==> config.mk <==
export PLATFORM = sky130hd
export DESIGN_NAME = ds18x20_scratchpad_decoder_top_flat
export DESIGN_NICKNAME = d
export VERILOG_FILES = /design/src/rtl/dsd_pkg.sv /design/src/rtl/dsd_if.sv /design/src/rtl/dsd_front.sv /design/src/rtl/dsd_queue.sv /design/src/rtl/dsd_back.sv /design/src/rtl/ds18x20_scratchpad_decoder_top.sv /design/src/flat_wrapper.sv
export SDC_FILE = /design/constraint.sdc
export NUM_CORES = 1
export LEC_CHECK = 0
export ABC_AREA = 1
export BUFFER_PORTS_ARGS = -buffer_cell sky130_fd_sc_hd__buf_2
export CORE_MARGIN = 4
export CORE_UTILIZATION = 45
export DETAILED_ROUTE_END_ITERATION = 7
export HOLD_SLACK_MARGIN = 0.08
export PLACE_DENSITY_LB_ADDON = 0.12
export SKIP_CTS_REPAIR_TIMING = 1
export SLEW_MARGIN = 0
export SYNTH_ARGS = -nofsm -noshare
export SYNTH_HDL_FRONTEND = slang
export SYNTH_SLANG_ARGS = --single-unit
==> constraint.sdc <==
create_clock -name clk -period 7 [get_ports clk]
set_input_delay 0.7 -clock clk [delete_from_list [all_inputs] [get_ports clk]]
set_output_delay 0.7 -clock clk [all_outputs]
set_load 0.01 [all_outputs]
==> src/rtl/dsd_pkg.sv <==
// shared types, constants and functions of the scratchpad decoder
// no dependencies
package dsd_pkg;

  localparam int unsigned SCRATCH_LEN = 9;
  localparam int unsigned STORE_LEN   = 8;

  localparam logic [7:0] FAM_S20  = 8'h10;
  localparam logic [7:0] FAM_B20  = 8'h28;
  localparam logic [7:0] FAM_1822 = 8'h22;
  localparam logic [7:0] FAM_1825 = 8'h3B;

  localparam logic [7:0]  CRC_POLY       = 8'h8C;
  localparam logic [7:0]  COUNTS_PER_DEG = 8'h10;
  localparam logic [15:0] S20_INT_MASK   = 16'hFFF0;
  localparam logic [15:0] S20_BIAS       = 16'd12;
  localparam logic signed [10:0] TEMP_SCALE = 11'sd625;

  typedef enum logic [1:0] {
    ST_OK       = 2'd0,
    ST_CONNECT  = 2'd1,
    ST_CHECKSUM = 2'd2,
    ST_FAMILY   = 2'd3
  } dsd_status_t;

  // one decoded frame, handed from the front to the back
  typedef struct packed {
    dsd_status_t status;
    logic        s20;
    logic [1:0]  res_idx;
    logic        rewrite;
    logic [7:0]  code;
    logic [7:0]  temp_lsb;
    logic [7:0]  temp_msb;
    logic [7:0]  count_remain;
    logic [7:0]  counts_per_deg;
  } dsd_rec_t;

  function automatic logic [7:0] crc8_byte(input logic [7:0] crc, input logic [7:0] b);
    logic [7:0] c;
    c = crc ^ b;
    for (int i = 0; i < 8; i++) begin
      c = c[0] ? ((c >> 1) ^ CRC_POLY) : (c >> 1);
    end
    return c;
  endfunction

  function automatic logic [7:0] res_code(input logic [1:0] idx);
    logic [7:0] code;
    case (idx)
      2'd0:    code = 8'h1F;
      2'd1:    code = 8'h3F;
      2'd2:    code = 8'h5F;
      2'd3:    code = 8'h7F;
      default: code = 8'h1F;
    endcase
    return code;
  endfunction

  function automatic logic [15:0] noise_mask(input logic [1:0] idx);
    logic [15:0] m;
    case (idx)
      2'd0:    m = 16'd7;
      2'd1:    m = 16'd3;
      2'd2:    m = 16'd1;
      2'd3:    m = 16'd0;
      default: m = 16'd0;
    endcase
    return m;
  endfunction

endpackage

==> src/rtl/dsd_if.sv <==
// valid/ready channel interfaces for scratchpad bytes and decoded results
// no dependencies
interface dsd_in_if;
  logic       valid;
  logic       ready;
  logic [7:0] scratch_byte;
  logic       last_byte;
  logic [7:0] family_code;
  logic [7:0] resolution;
  logic       presence_ok;

  modport source (output valid, scratch_byte, last_byte, family_code, resolution,
                  presence_ok, input ready);
  modport sink   (input valid, scratch_byte, last_byte, family_code, resolution,
                  presence_ok, output ready);
endinterface

interface dsd_out_if;
  logic               valid;
  logic               ready;
  logic [1:0]         status;
  logic signed [25:0] temperature;
  logic               rewrite_config;
  logic [7:0]         config_code;

  modport source (output valid, status, temperature, rewrite_config, config_code,
                  input ready);
  modport sink   (input valid, status, temperature, rewrite_config, config_code,
                  output ready);
endinterface

==> src/rtl/dsd_front.sv <==
// front: takes scratchpad bytes, runs crc and zero check, classifies the frame
// depends on dsd_pkg
module dsd_front import dsd_pkg::*; (
  input  logic       clk,
  input  logic       rst_n,
  input  logic       in_valid,
  output logic       in_ready,
  input  logic [7:0] in_scratch_byte,
  input  logic       in_last_byte,
  input  logic [7:0] in_family_code,
  input  logic [7:0] in_resolution,
  input  logic       in_presence_ok,
  input  logic       q_full,
  output logic       q_push,
  output dsd_rec_t   q_rec
);

  logic [7:0] crc_r, crc_nxt;
  logic       any_r, any_nxt;
  logic [3:0] idx_r, idx_nxt;
  logic [7:0] store_r [STORE_LEN];
  logic       fire;
  logic [1:0] res_idx;
  logic       s20;
  logic [7:0] code;

  assign in_ready = !q_full;
  assign fire     = in_valid && in_ready;
  assign q_push   = fire && in_last_byte;

  assign crc_nxt = crc8_byte(crc_r, in_scratch_byte);
  assign any_nxt = any_r || (in_scratch_byte != 8'd0);
  assign idx_nxt = (idx_r < 4'd15) ? idx_r + 4'd1 : idx_r;

  always_ff @(posedge clk) begin
    if (!rst_n) begin
      crc_r <= '0;
      any_r <= 1'b0;
      idx_r <= '0;
    end else if (fire) begin
      if (in_last_byte) begin
        crc_r <= '0;
        any_r <= 1'b0;
        idx_r <= '0;
      end else begin
        crc_r <= crc_nxt;
        any_r <= any_nxt;
        idx_r <= idx_nxt;
      end
    end
  end

  // the ninth byte is the crc itself and is never read back
  always_ff @(posedge clk) begin
    if (fire && idx_r < 4'(STORE_LEN)) begin
      store_r[idx_r[2:0]] <= in_scratch_byte;
    end
  end

  always_comb begin
    s20 = (in_family_code == FAM_S20);
    if (s20 || in_resolution < 8'd9) begin
      res_idx = 2'd0;
    end else if (in_resolution > 8'd12) begin
      res_idx = 2'd3;
    end else begin
      res_idx = 2'(in_resolution - 8'd9);
    end
    code = res_code(res_idx);
  end

  always_comb begin
    q_rec = '0;
    if (!in_presence_ok || !any_nxt) begin
      q_rec.status = ST_CONNECT;
    end else if (idx_nxt != 4'(SCRATCH_LEN) || crc_nxt != 8'd0) begin
      q_rec.status = ST_CHECKSUM;
    end else if (!(in_family_code inside {FAM_S20, FAM_B20, FAM_1822, FAM_1825})) begin
      q_rec.status = ST_FAMILY;
    end else begin
      q_rec.status         = ST_OK;
      q_rec.s20            = s20;
      q_rec.res_idx        = res_idx;
      q_rec.code           = code;
      q_rec.rewrite        = !s20 && (store_r[4] != code);
      q_rec.temp_lsb       = store_r[0];
      q_rec.temp_msb       = store_r[1];
      q_rec.count_remain   = store_r[6];
      q_rec.counts_per_deg = store_r[7];
    end
  end

`ifndef SYNTHESIS
  a_frame_restart: assert property (@(posedge clk) disable iff (!rst_n)
    q_push |=> (idx_r == 4'd0 && crc_r == 8'd0 && !any_r))
    else $error("frame state not cleared after last byte");
`endif

endmodule

==> src/rtl/dsd_queue.sv <==
// short fifo of decoded frame records between front and back
// depends on dsd_pkg
module dsd_queue import dsd_pkg::*; #(
  parameter int unsigned DEPTH = 2
) (
  input  logic     clk,
  input  logic     rst_n,
  input  logic     push,
  input  dsd_rec_t push_rec,
  output logic     full,
  input  logic     pop,
  output logic     not_empty,
  output dsd_rec_t pop_rec
);

  localparam int unsigned PW = (DEPTH > 1) ? $clog2(DEPTH) : 1;
  localparam int unsigned CW = $clog2(DEPTH + 1);

  dsd_rec_t        mem_r [DEPTH];
  logic [PW-1:0]   wr_ptr_r, rd_ptr_r;
  logic [CW-1:0]   cnt_r;
  logic            do_push, do_pop;

  assign full      = (cnt_r == CW'(DEPTH));
  assign not_empty = (cnt_r != '0);
  assign do_push   = push && !full;
  assign do_pop    = pop && not_empty;
  assign pop_rec   = mem_r[rd_ptr_r];

  always_ff @(posedge clk) begin
    if (do_push) begin
      mem_r[wr_ptr_r] <= push_rec;
    end
  end

  always_ff @(posedge clk) begin
    if (!rst_n) begin
      wr_ptr_r <= '0;
      rd_ptr_r <= '0;
      cnt_r    <= '0;
    end else begin
      if (do_push) begin
        wr_ptr_r <= (wr_ptr_r == PW'(DEPTH - 1)) ? '0 : wr_ptr_r + PW'(1);
      end
      if (do_pop) begin
        rd_ptr_r <= (rd_ptr_r == PW'(DEPTH - 1)) ? '0 : rd_ptr_r + PW'(1);
      end
      if (do_push && !do_pop) begin
        cnt_r <= cnt_r + CW'(1);
      end else if (do_pop && !do_push) begin
        cnt_r <= cnt_r - CW'(1);
      end
    end
  end

`ifndef SYNTHESIS
  a_cnt_bound: assert property (@(posedge clk) disable iff (!rst_n)
    cnt_r <= CW'(DEPTH))
    else $error("queue count past depth");
`endif

endmodule

==> src/rtl/dsd_back.sv <==
// back: builds the raw reading, scales it to 0.0001 degC, holds the result
// depends on dsd_pkg
module dsd_back import dsd_pkg::*; (
  input  logic               clk,
  input  logic               rst_n,
  input  logic               q_not_empty,
  input  dsd_rec_t           q_rec,
  output logic               q_pop,
  output logic               out_valid,
  input  logic               out_ready,
  output logic [1:0]         out_status,
  output logic signed [25:0] out_temperature,
  output logic               out_rewrite_config,
  output logic [7:0]         out_config_code
);

  // stage 1: raw reading
  logic        s1_valid_r;
  dsd_status_t s1_status_r;
  logic [15:0] s1_raw_r, raw_nxt;
  logic        s1_rewrite_r;
  logic [7:0]  s1_code_r;
  // stage 2: output register
  logic               o_valid_r;
  dsd_status_t        o_status_r;
  logic signed [25:0] o_temp_r;
  logic               o_rewrite_r;
  logic [7:0]         o_code_r;

  logic               s1_adv, s2_adv;
  logic [15:0]        raw16, s20_sh;
  logic signed [25:0] prod;

  assign s2_adv = s1_valid_r && (!o_valid_r || out_ready);
  assign s1_adv = !s1_valid_r || s2_adv;
  assign q_pop  = q_not_empty && s1_adv;

  always_comb begin
    raw16  = {q_rec.temp_msb, q_rec.temp_lsb};
    s20_sh = raw16 << 3;
    if (q_rec.s20) begin
      // count registers add the sub-degree part on the 9-bit family
      if (q_rec.counts_per_deg == COUNTS_PER_DEG) begin
        raw_nxt = (s20_sh & S20_INT_MASK) + S20_BIAS - {8'd0, q_rec.count_remain};
      end else begin
        raw_nxt = s20_sh;
      end
    end else begin
      raw_nxt = raw16 & ~noise_mask(q_rec.res_idx);
    end
  end

  always_ff @(posedge clk) begin
    if (!rst_n) begin
      s1_valid_r <= 1'b0;
    end else if (s1_adv) begin
      s1_valid_r <= q_not_empty;
    end
  end

  always_ff @(posedge clk) begin
    if (q_pop) begin
      s1_status_r  <= q_rec.status;
      s1_raw_r     <= raw_nxt;
      s1_rewrite_r <= q_rec.rewrite;
      s1_code_r    <= q_rec.code;
    end
  end

  // full product of a 16-bit reading and 625 fits in 26 signed bits
  assign prod = $signed(s1_raw_r) * TEMP_SCALE;

  always_ff @(posedge clk) begin
    if (!rst_n) begin
      o_valid_r <= 1'b0;
    end else if (s2_adv) begin
      o_valid_r <= 1'b1;
    end else if (out_ready) begin
      o_valid_r <= 1'b0;
    end
  end

  always_ff @(posedge clk) begin
    if (s2_adv) begin
      o_status_r  <= s1_status_r;
      o_temp_r    <= prod;
      o_rewrite_r <= s1_rewrite_r;
      o_code_r    <= s1_code_r;
    end
  end

  assign out_valid          = o_valid_r;
  assign out_status         = o_status_r;
  assign out_temperature    = o_temp_r;
  assign out_rewrite_config = o_rewrite_r;
  assign out_config_code    = o_code_r;

`ifndef SYNTHESIS
  a_err_zero: assert property (@(posedge clk) disable iff (!rst_n)
    (o_valid_r && o_status_r != ST_OK) |->
      (o_temp_r == '0 && !o_rewrite_r && o_code_r == 8'd0))
    else $error("error result carries nonzero fields");
  a_s1_hold: assert property (@(posedge clk) disable iff (!rst_n)
    (s1_valid_r && !s2_adv) |=> (s1_valid_r && $stable(s1_raw_r)))
    else $error("stage 1 lost or changed while blocked");
`endif

endmodule

==> src/rtl/ds18x20_scratchpad_decoder_top.sv <==
// top level of the temperature sensor scratchpad decoder
// depends on dsd_pkg, dsd_if, dsd_front, dsd_queue, dsd_back
//
// usage:
//   in_ch carries one scratchpad byte per beat, byte 0 first; last_byte marks
//   the ninth. family_code, resolution and presence_ok are sampled with the
//   last byte. every beat with last_byte high yields one result on out_ch,
//   other beats yield none.
//   result: status (0 ok, 1 connect, 2 checksum, 3 family), temperature in
//   0.0001 degC, rewrite_config and config_code; on error all but status are 0.
// timing:
//   one byte per cycle sustained while the queue has room. out_valid for a last
//   byte rises once its record has passed the front classify into the queue,
//   the raw build into stage 1 and the 16x11 multiply into the output register.
//   the record queue holds QUEUE_DEPTH frames; when out_ready is low the back
//   stalls, the queue fills, and in_ready drops only once the queue is full.
// reset:
//   synchronous active low rst_n clears the crc, byte count, queue and all
//   valid flags; stored scratch bytes keep whatever they held.
module ds18x20_scratchpad_decoder_top import dsd_pkg::*; #(
  parameter int unsigned QUEUE_DEPTH = 2
) (
  input  logic     clk,
  input  logic     rst_n,
  dsd_in_if.sink   in_ch,
  dsd_out_if.source out_ch
);

  logic     q_full, q_push, q_pop, q_not_empty;
  dsd_rec_t push_rec, pop_rec;

  dsd_front u_front (
    .clk             (clk),
    .rst_n           (rst_n),
    .in_valid        (in_ch.valid),
    .in_ready        (in_ch.ready),
    .in_scratch_byte (in_ch.scratch_byte),
    .in_last_byte    (in_ch.last_byte),
    .in_family_code  (in_ch.family_code),
    .in_resolution   (in_ch.resolution),
    .in_presence_ok  (in_ch.presence_ok),
    .q_full          (q_full),
    .q_push          (q_push),
    .q_rec           (push_rec)
  );

  dsd_queue #(
    .DEPTH (QUEUE_DEPTH)
  ) u_queue (
    .clk       (clk),
    .rst_n     (rst_n),
    .push      (q_push),
    .push_rec  (push_rec),
    .full      (q_full),
    .pop       (q_pop),
    .not_empty (q_not_empty),
    .pop_rec   (pop_rec)
  );

  dsd_back u_back (
    .clk                (clk),
    .rst_n              (rst_n),
    .q_not_empty        (q_not_empty),
    .q_rec              (pop_rec),
    .q_pop              (q_pop),
    .out_valid          (out_ch.valid),
    .out_ready          (out_ch.ready),
    .out_status         (out_ch.status),
    .out_temperature    (out_ch.temperature),
    .out_rewrite_config (out_ch.rewrite_config),
    .out_config_code    (out_ch.config_code)
  );

endmodule

==> src/flat_wrapper.sv <==
// flat-port wrapper written by rule: the top's interface ports become plain ports
module ds18x20_scratchpad_decoder_top_flat import dsd_pkg::*;
#(
  parameter int unsigned QUEUE_DEPTH = 2
)
  (clk, rst_n, in_ch_valid, in_ch_scratch_byte, in_ch_last_byte, in_ch_family_code, in_ch_resolution, in_ch_presence_ok, in_ch_ready, out_ch_valid, out_ch_status, out_ch_temperature, out_ch_rewrite_config, out_ch_config_code, out_ch_ready);
  dsd_in_if in_ch_i ();
  dsd_out_if out_ch_i ();
  input  logic clk;
  input  logic rst_n;
  input wire logic [$bits(in_ch_i.valid)-1:0] in_ch_valid;
  input wire logic [$bits(in_ch_i.scratch_byte)-1:0] in_ch_scratch_byte;
  input wire logic [$bits(in_ch_i.last_byte)-1:0] in_ch_last_byte;
  input wire logic [$bits(in_ch_i.family_code)-1:0] in_ch_family_code;
  input wire logic [$bits(in_ch_i.resolution)-1:0] in_ch_resolution;
  input wire logic [$bits(in_ch_i.presence_ok)-1:0] in_ch_presence_ok;
  output wire logic [$bits(in_ch_i.ready)-1:0] in_ch_ready;
  output wire logic [$bits(out_ch_i.valid)-1:0] out_ch_valid;
  output wire logic [$bits(out_ch_i.status)-1:0] out_ch_status;
  output wire logic [$bits(out_ch_i.temperature)-1:0] out_ch_temperature;
  output wire logic [$bits(out_ch_i.rewrite_config)-1:0] out_ch_rewrite_config;
  output wire logic [$bits(out_ch_i.config_code)-1:0] out_ch_config_code;
  input wire logic [$bits(out_ch_i.ready)-1:0] out_ch_ready;
  assign in_ch_i.valid = in_ch_valid;
  assign in_ch_i.scratch_byte = in_ch_scratch_byte;
  assign in_ch_i.last_byte = in_ch_last_byte;
  assign in_ch_i.family_code = in_ch_family_code;
  assign in_ch_i.resolution = in_ch_resolution;
  assign in_ch_i.presence_ok = in_ch_presence_ok;
  assign in_ch_ready = in_ch_i.ready;
  assign out_ch_valid = out_ch_i.valid;
  assign out_ch_status = out_ch_i.status;
  assign out_ch_temperature = out_ch_i.temperature;
  assign out_ch_rewrite_config = out_ch_i.rewrite_config;
  assign out_ch_config_code = out_ch_i.config_code;
  assign out_ch_i.ready = out_ch_ready;
  ds18x20_scratchpad_decoder_top #(.QUEUE_DEPTH(QUEUE_DEPTH)) u_core (.clk(clk), .rst_n(rst_n), .in_ch(in_ch_i), .out_ch(out_ch_i));
endmodule
# After elaboration in Yosys (flattened, before gate mapping)
# Memory sizes are Yosys's and may differ from the RTL's. A register that Yosys moved wholly into a read port is not among the register bits.
# Cells that the tools add are included.
[totals] regBits=83 ram_bits=156 inputBits=30 out_inout_bits=39 elab_cells=125 memories=2
[mem_list] memory="u_core.u_queue.mem_r" words=2 word_bits=46 rd=1 rd_clocked_by_memory_dff=1 write_ports=1 line="dsd_queue.sv:19" source="dsd_rec_t mem_r [DEPTH];"
[mem_list] memory="u_core.u_front.store_r" words=8 word_bits=8 rd=5 rd_clocked_by_memory_dff=0 write_ports=1 line="dsd_front.sv:21" source="logic [7:0] store_r [STORE_LEN];"
[op_classes] add_sub_neg=8 n_mul=1 n_lt_le_gt_ge=4 eq_ne=14 muxes=37 n_bitwise=11 n_reduce_logical=32
[ops] cell="44-bit two-way mux" count=3
[ops] cell="8-bit two-way mux" count=9
[ops] cell="16-bit case mux with 4 select lines" count=1
[ops] cell="16-bit two-way mux" count=3
[ops] cell="8-bit case mux with 4 select lines" count=1
[ops] cell="16-bit by 11-bit multiplier with 26-bit output (second input constant)" count=1
[ops] cell="8-bit by 6-bit equality test with 1-bit output (second input constant)" count=3
[ops] cell="2-bit inverter with 3-bit output" count=8
[ops] cell="16-bit by 4-bit adder with 16-bit output (second input constant)" count=1
[ops] cell="16-bit AND" count=1
[ops] cell="8-bit by 5-bit equality test with 1-bit output (second input constant)" count=2
[ops] cell="16-bit inverter" count=1
[ops] cell="8-bit nonzero test" count=2
[ops] cell="16-bit by 8-bit subtractor with 16-bit output" count=1
[ops] cell="2-bit two-way mux" count=7
[ops] cell="1-bit two-way mux" count=11
[ops] cell="2-bit equality test (second input constant)" count=5
[ops] cell="1-bit logical AND" count=10
[ops] cell="8-bit by 4-bit greater-than comparator with 1-bit output (second input constant)" count=1
[ops] cell="1-bit zero test" count=8
[ops] cell="4-bit < comparator (second input constant)" count=2
[ops] cell="8-bit by 4-bit < comparator with 1-bit output (second input constant)" count=1
[ops] cell="4-bit two-way mux" count=2
[ops] cell="8-bit inequality test" count=1
[ops] cell="11 further kinds" count=22

# Longest topological paths before layout
[depth] word_depth=21 mapped_depth=18 mapped_depth_nobuf=18

# Cells and area by module
# Synthesis repeated with hierarchy kept, for this count alone.
[unflattened] hier_cells=1190 hier_area_um2=12838.6
[modules_own_cells] mod="dsd_back" instances=1 cells_each=641 area_per_inst_um2=6060.8 seq_area_each_um2=1961.9
[modules_own_cells] mod="dsd_queue" instances=1 cells_each=180 area_per_inst_um2=3767.4 seq_area_each_um2=2862.7
[modules_own_cells] mod="dsd_front" instances=1 cells_each=369 area_per_inst_um2=3010.4 seq_area_each_um2=1461.4

# Worst setup path after synthesis
# OpenSTA, ideal clock, no wires.
[synth_timing] path_type="register to register" from="register u_core.u_back.s1_raw_r[4]" to="register u_core.u_back.o_temp_r[18] (netlist: u_core.u_back.out_temperature[18]) (data pin)" arrival_ns=3.989 slack_ns=2.751 stages_incl_launch_ff=18 path_cell_list="edfxtp_1 ha_1 ha_1 inv_1 fa_1 inv_1 fa_1 inv_1 fa_1 inv_1 ha_1 nand2_1 inv_1 a21boi_0 o21ai_0 nand3_1 nand2_1 xor2_1"
[synth_via] elab_chain_len=1
[synth_rtl] element="start, declared" line="dsd_back.sv:20" source="logic [15:0] s1_raw_r, raw_nxt;"
[synth_rtl] element="start signal, assigned" line="dsd_back.sv:64" source="s1_raw_r <= raw_nxt;"
[synth_rtl] element="16-bit by 11-bit multiplier with 26-bit output" line="dsd_back.sv:71" source="assign prod = $signed(s1_raw_r) * TEMP_SCALE;"
[synth_rtl] element="via u_core.u_back.prod[18]" line="dsd_back.sv:32" source="logic signed [25:0] prod;"
[synth_rtl] element="end signal, assigned" line="dsd_back.sv:86" source="o_temp_r <= prod;"
[synth_rtl] element="end, declared" line="dsd_back.sv:26" source="logic signed [25:0] o_temp_r;"
# The timed path passes the listed nets, and every way through them passes these cells.
# A chain may end at the register's enable or synchronous reset.

# Worst setup path after layout
[layout_timing] from="register u_core.u_back.s1_raw_r[5]" to="register u_core.u_back.o_temp_r[18] (netlist: u_core.u_back.out_temperature[18]) (data pin)"
# The elaborated chain is that of the path after synthesis.

==> key figures <==
Clocking
  • TritonCTS clock tree: yes
  • Clock-pin transition on the worst setup and hold timing paths: 80 ps
  • Total CTS buffers: 17
  • Clk_lat worst skew: 440 ps
  • Htree depth: 4
  • Clock sinks: 196
  • Root Buffer: clkbuf_16
  • Clock buffer depth: 2

Global routing
  • Antenna violations before repair: 0
  • First-pass GRT wire length: 40.4 mm
  • Vias in the first global route: 7896
  • Total track usage: 0.180
  • Congestion Overflow GR: 0
  • Pin count of the biggest net entering global routing: 42

Synthesis
  • Mapped Area: 11700 sq um
  • Register area share after synthesis: 0.488
  • Number of synthesized flops with an enable pin: 176
  • Yosys warns: 0
  • Asr flop ratio synth: 0
  • Main flop type after synthesis: edfxtp_1
  • Synth Instances: 1162
  • Avg Inst Size Synth: 10.0 sq um
  • Synth cell types: 49
  • Post-Syn Nets: 1331
  • Synthesis-stage register bit count: 196

Detailed routing
  • Initial DRC count: 438
  • WL final: 24.5 mm
  • Vias/cell: 4.92
  • Vias: 7770
  • Antenna-violating nets left: 0
  • Wire per inst: 15.6 um
  • First drt pass iteration count: 7
  • DRC: 0

Layout
  • Layout cell share with drive strength beyond 1: 0.119
  • Fill count: 2301
  • Post-layout nets: 1404
  • Finished Cell Area: 13000 sq um
  • Area growth, synth to finish: 11.2%
  • Core Util, Final: 0.512
  • N_diodes: 0

Die
  • Die footprint: 28500 sq um
  • Starting Density: 0.460
  • # rows: 58
  • I/O pin total: 69
  • Chip height: 169 um
  • Core Area: 25300 sq um
  • Die span in x: 169 um

Timing
  • Endpoints failing setup: 0
  • Slew headroom: 0.239
  • Fin crit share: 0.656
  • Fmax: 218 MHz
  • Clock Skew: 14.3 ps
  • Measured slew at the worst slew-check pin: 1140 ps
  • Hold Fails Final Rpt: 0
  • Post-route minimum period: 4590 ps
  • Hold slack: 426 ps
  • TNS Setup: 0 ps
  • Max-slew violation count: 0
  • RSZ-0062 raised after global routing: false

Setup path
  • Critical Path End Type: flip-flop
  • Worst path buffer plus inverter count: 5
  • CP peak stage delay: 540 ps
  • Arr. time, crit path: 4790 ps
  • Critical path data required time: 7200 ps
  • CP delay by family, top: adder cells
  • CP Class: reg -> reg
  • Critical Path Fanout Max: 5
  • CP max stage cell: fa_1
  • Startpoint types: flip-flop
  • Cell Chain, Critical Path: ha_1 -> ha_1 -> inv_1 -> fa_1 -> inv_1 -> fa_1 -> inv_1 -> fa_1 -> inv_1 -> ha_1 -> nand2_1 -> inv_1 -> a21boi_0 -> o21ai_0 -> nand3_1 -> nand2_1 -> xor2_1
  • Most numerous cell on the critical path: inv_1

Placement
  • Cell Area, Placed: 12300 sq um
  • IO Port Bufs: 67
  • GPL Wtd Cong: 0.838
  • Post-detail-place hpwl: 18.2 mm

Hold path
  • Worst Hold Class: reg -> reg

Status
  • Status: completed

Flow run
  • Max Cap Violations: 0
-- through the flow --
step | std cells | setup slack, ps
after floorplan | 1162 | 2750
after global placement | 1546 | 2450
after detailed placement | 1546 | 2380
after CTS | 1578 | 2380
after global routing | 1578 | 2090
final | 1578 | 2410
-- sequential cells by signal, indices dropped and copies added (netlist names), 2 cells and up, named ones only --
register                       count
u_core.u_front.crc_r               8
u_core.u_back.s1_raw_r            16
u_core.u_back.s1_status_r          2
u_core.u_queue.mem_r              82
u_core.u_back.out_config_code      3
u_core.u_front.store_r            40
u_core.u_queue.cnt_r               2
u_core.u_front.idx_r               4
u_core.u_back.s1_code_r            3
u_core.u_back.out_status           2
u_core.u_back.out_temperature     26
-- worst register-to-register path: stages, from the launching register on --
cell and delay, ps:
edfxtp_1 490, ha_1 320, ha_1 270, inv_1 50, fa_1 530, inv_1 60, fa_1 540, inv_1 60
fa_1 530, inv_1 40, ha_1 350, nand2_1 110, inv_1 50, a21boi_0 350, o21ai_0 270, nand3_1 120
nand2_1 70, xor2_1 150
-- cell type report --
class	instances	area, sq um	area share
flip-flops and latches	196	5690	0.439
multi-input cells	736	5060	0.391
inverters	208	781	0.0603
clock buffers	17	425	0.0328
well taps	330	413	0.0319
repair buffers	76	403	0.0311
clock inverters	15	186	0.0144
-- Yosys cell counts (19+ instances only) --
| library cell | count | area, sq um |
|---|---|---|
| nor2_1 | 69 | 259 |
| edfxtp_1 | 176 | 5290 |
| o21ai_0 | 41 | 205 |
| a21oi_1 | 47 | 235 |
| inv_1 | 203 | 762 |
| nand3_1 | 55 | 275 |
| ha_1 | 94 | 1180 |
| fa_1 | 45 | 901 |
| xor2_1 | 19 | 166 |
| dfxtp_1 | 20 | 400 |
| nand4_1 | 19 | 119 |
| nor2_4 | 20 | 225 |
| nand2_1 | 259 | 972 |
-- final timing paths --
check | from | endpoint | slack, ps | depth (start not counted)
setup / recovery | u_core.u_back.s1_raw_r[5] | u_core.u_back.out_temperature[18] | 2410 | 17
hold / removal | u_core.u_back.s1_rewrite_r | u_core.u_back.out_rewrite_config | 430 | 0
setup reg to reg | u_core.u_back.s1_raw_r[5] | u_core.u_back.out_temperature[18] | 2410 | 17
hold reg to reg | u_core.u_back.s1_rewrite_r | u_core.u_back.out_rewrite_config | 430 | 0
-- layout by cell type, fill, tap and decap left out, types with 3 or more instances in the layout --
cell       instances
inv_1            203
a21oi_1           46
inv_8              4
o211ai_1           4
nand2_2            4
xnor2_1            6
inv_2              5
inv_12             4
xor2_1            19
mux2i_1            7
or2_2              3
nor2_1            67
buf_2             67
nor4_1             3
o21ai_0           41
edfxtp_1         176
nand2_1          259
inv_6              3
dfxtp_1           20
nand4_1           19
ha_1              94
nand3_1           55
fa_1              45
clkbuf_16         17
nor2_4            22
nor3_1             9
buf_4              9
nand3b_1           3
-- layer usage --
layer  vias to the layer above  wire [um]  track usage
met3                        20        580       0.0257
met2                       110      12200        0.317
met1                      3685      11300        0.232
li1                       3955          -            -
met5                         -          0            0
met4                         0        411       0.0490
-- cells by family after synthesis --
kind of cell               count (synthesis)  synth area share
other                                      1          0.000322
buffers and inverters                    230            0.0806
and+or+nand+nor                          455             0.177
adders and majority gates                139             0.178
DFF                                      196             0.488
AOI/OAI and AO/OA                        109            0.0509
muxes                                      7           0.00601
xor gates and xnor gates                  25            0.0188
Power is not shown: default switching activity piles up to over one toggle a cycle in this logic, so the estimate is an artifact.
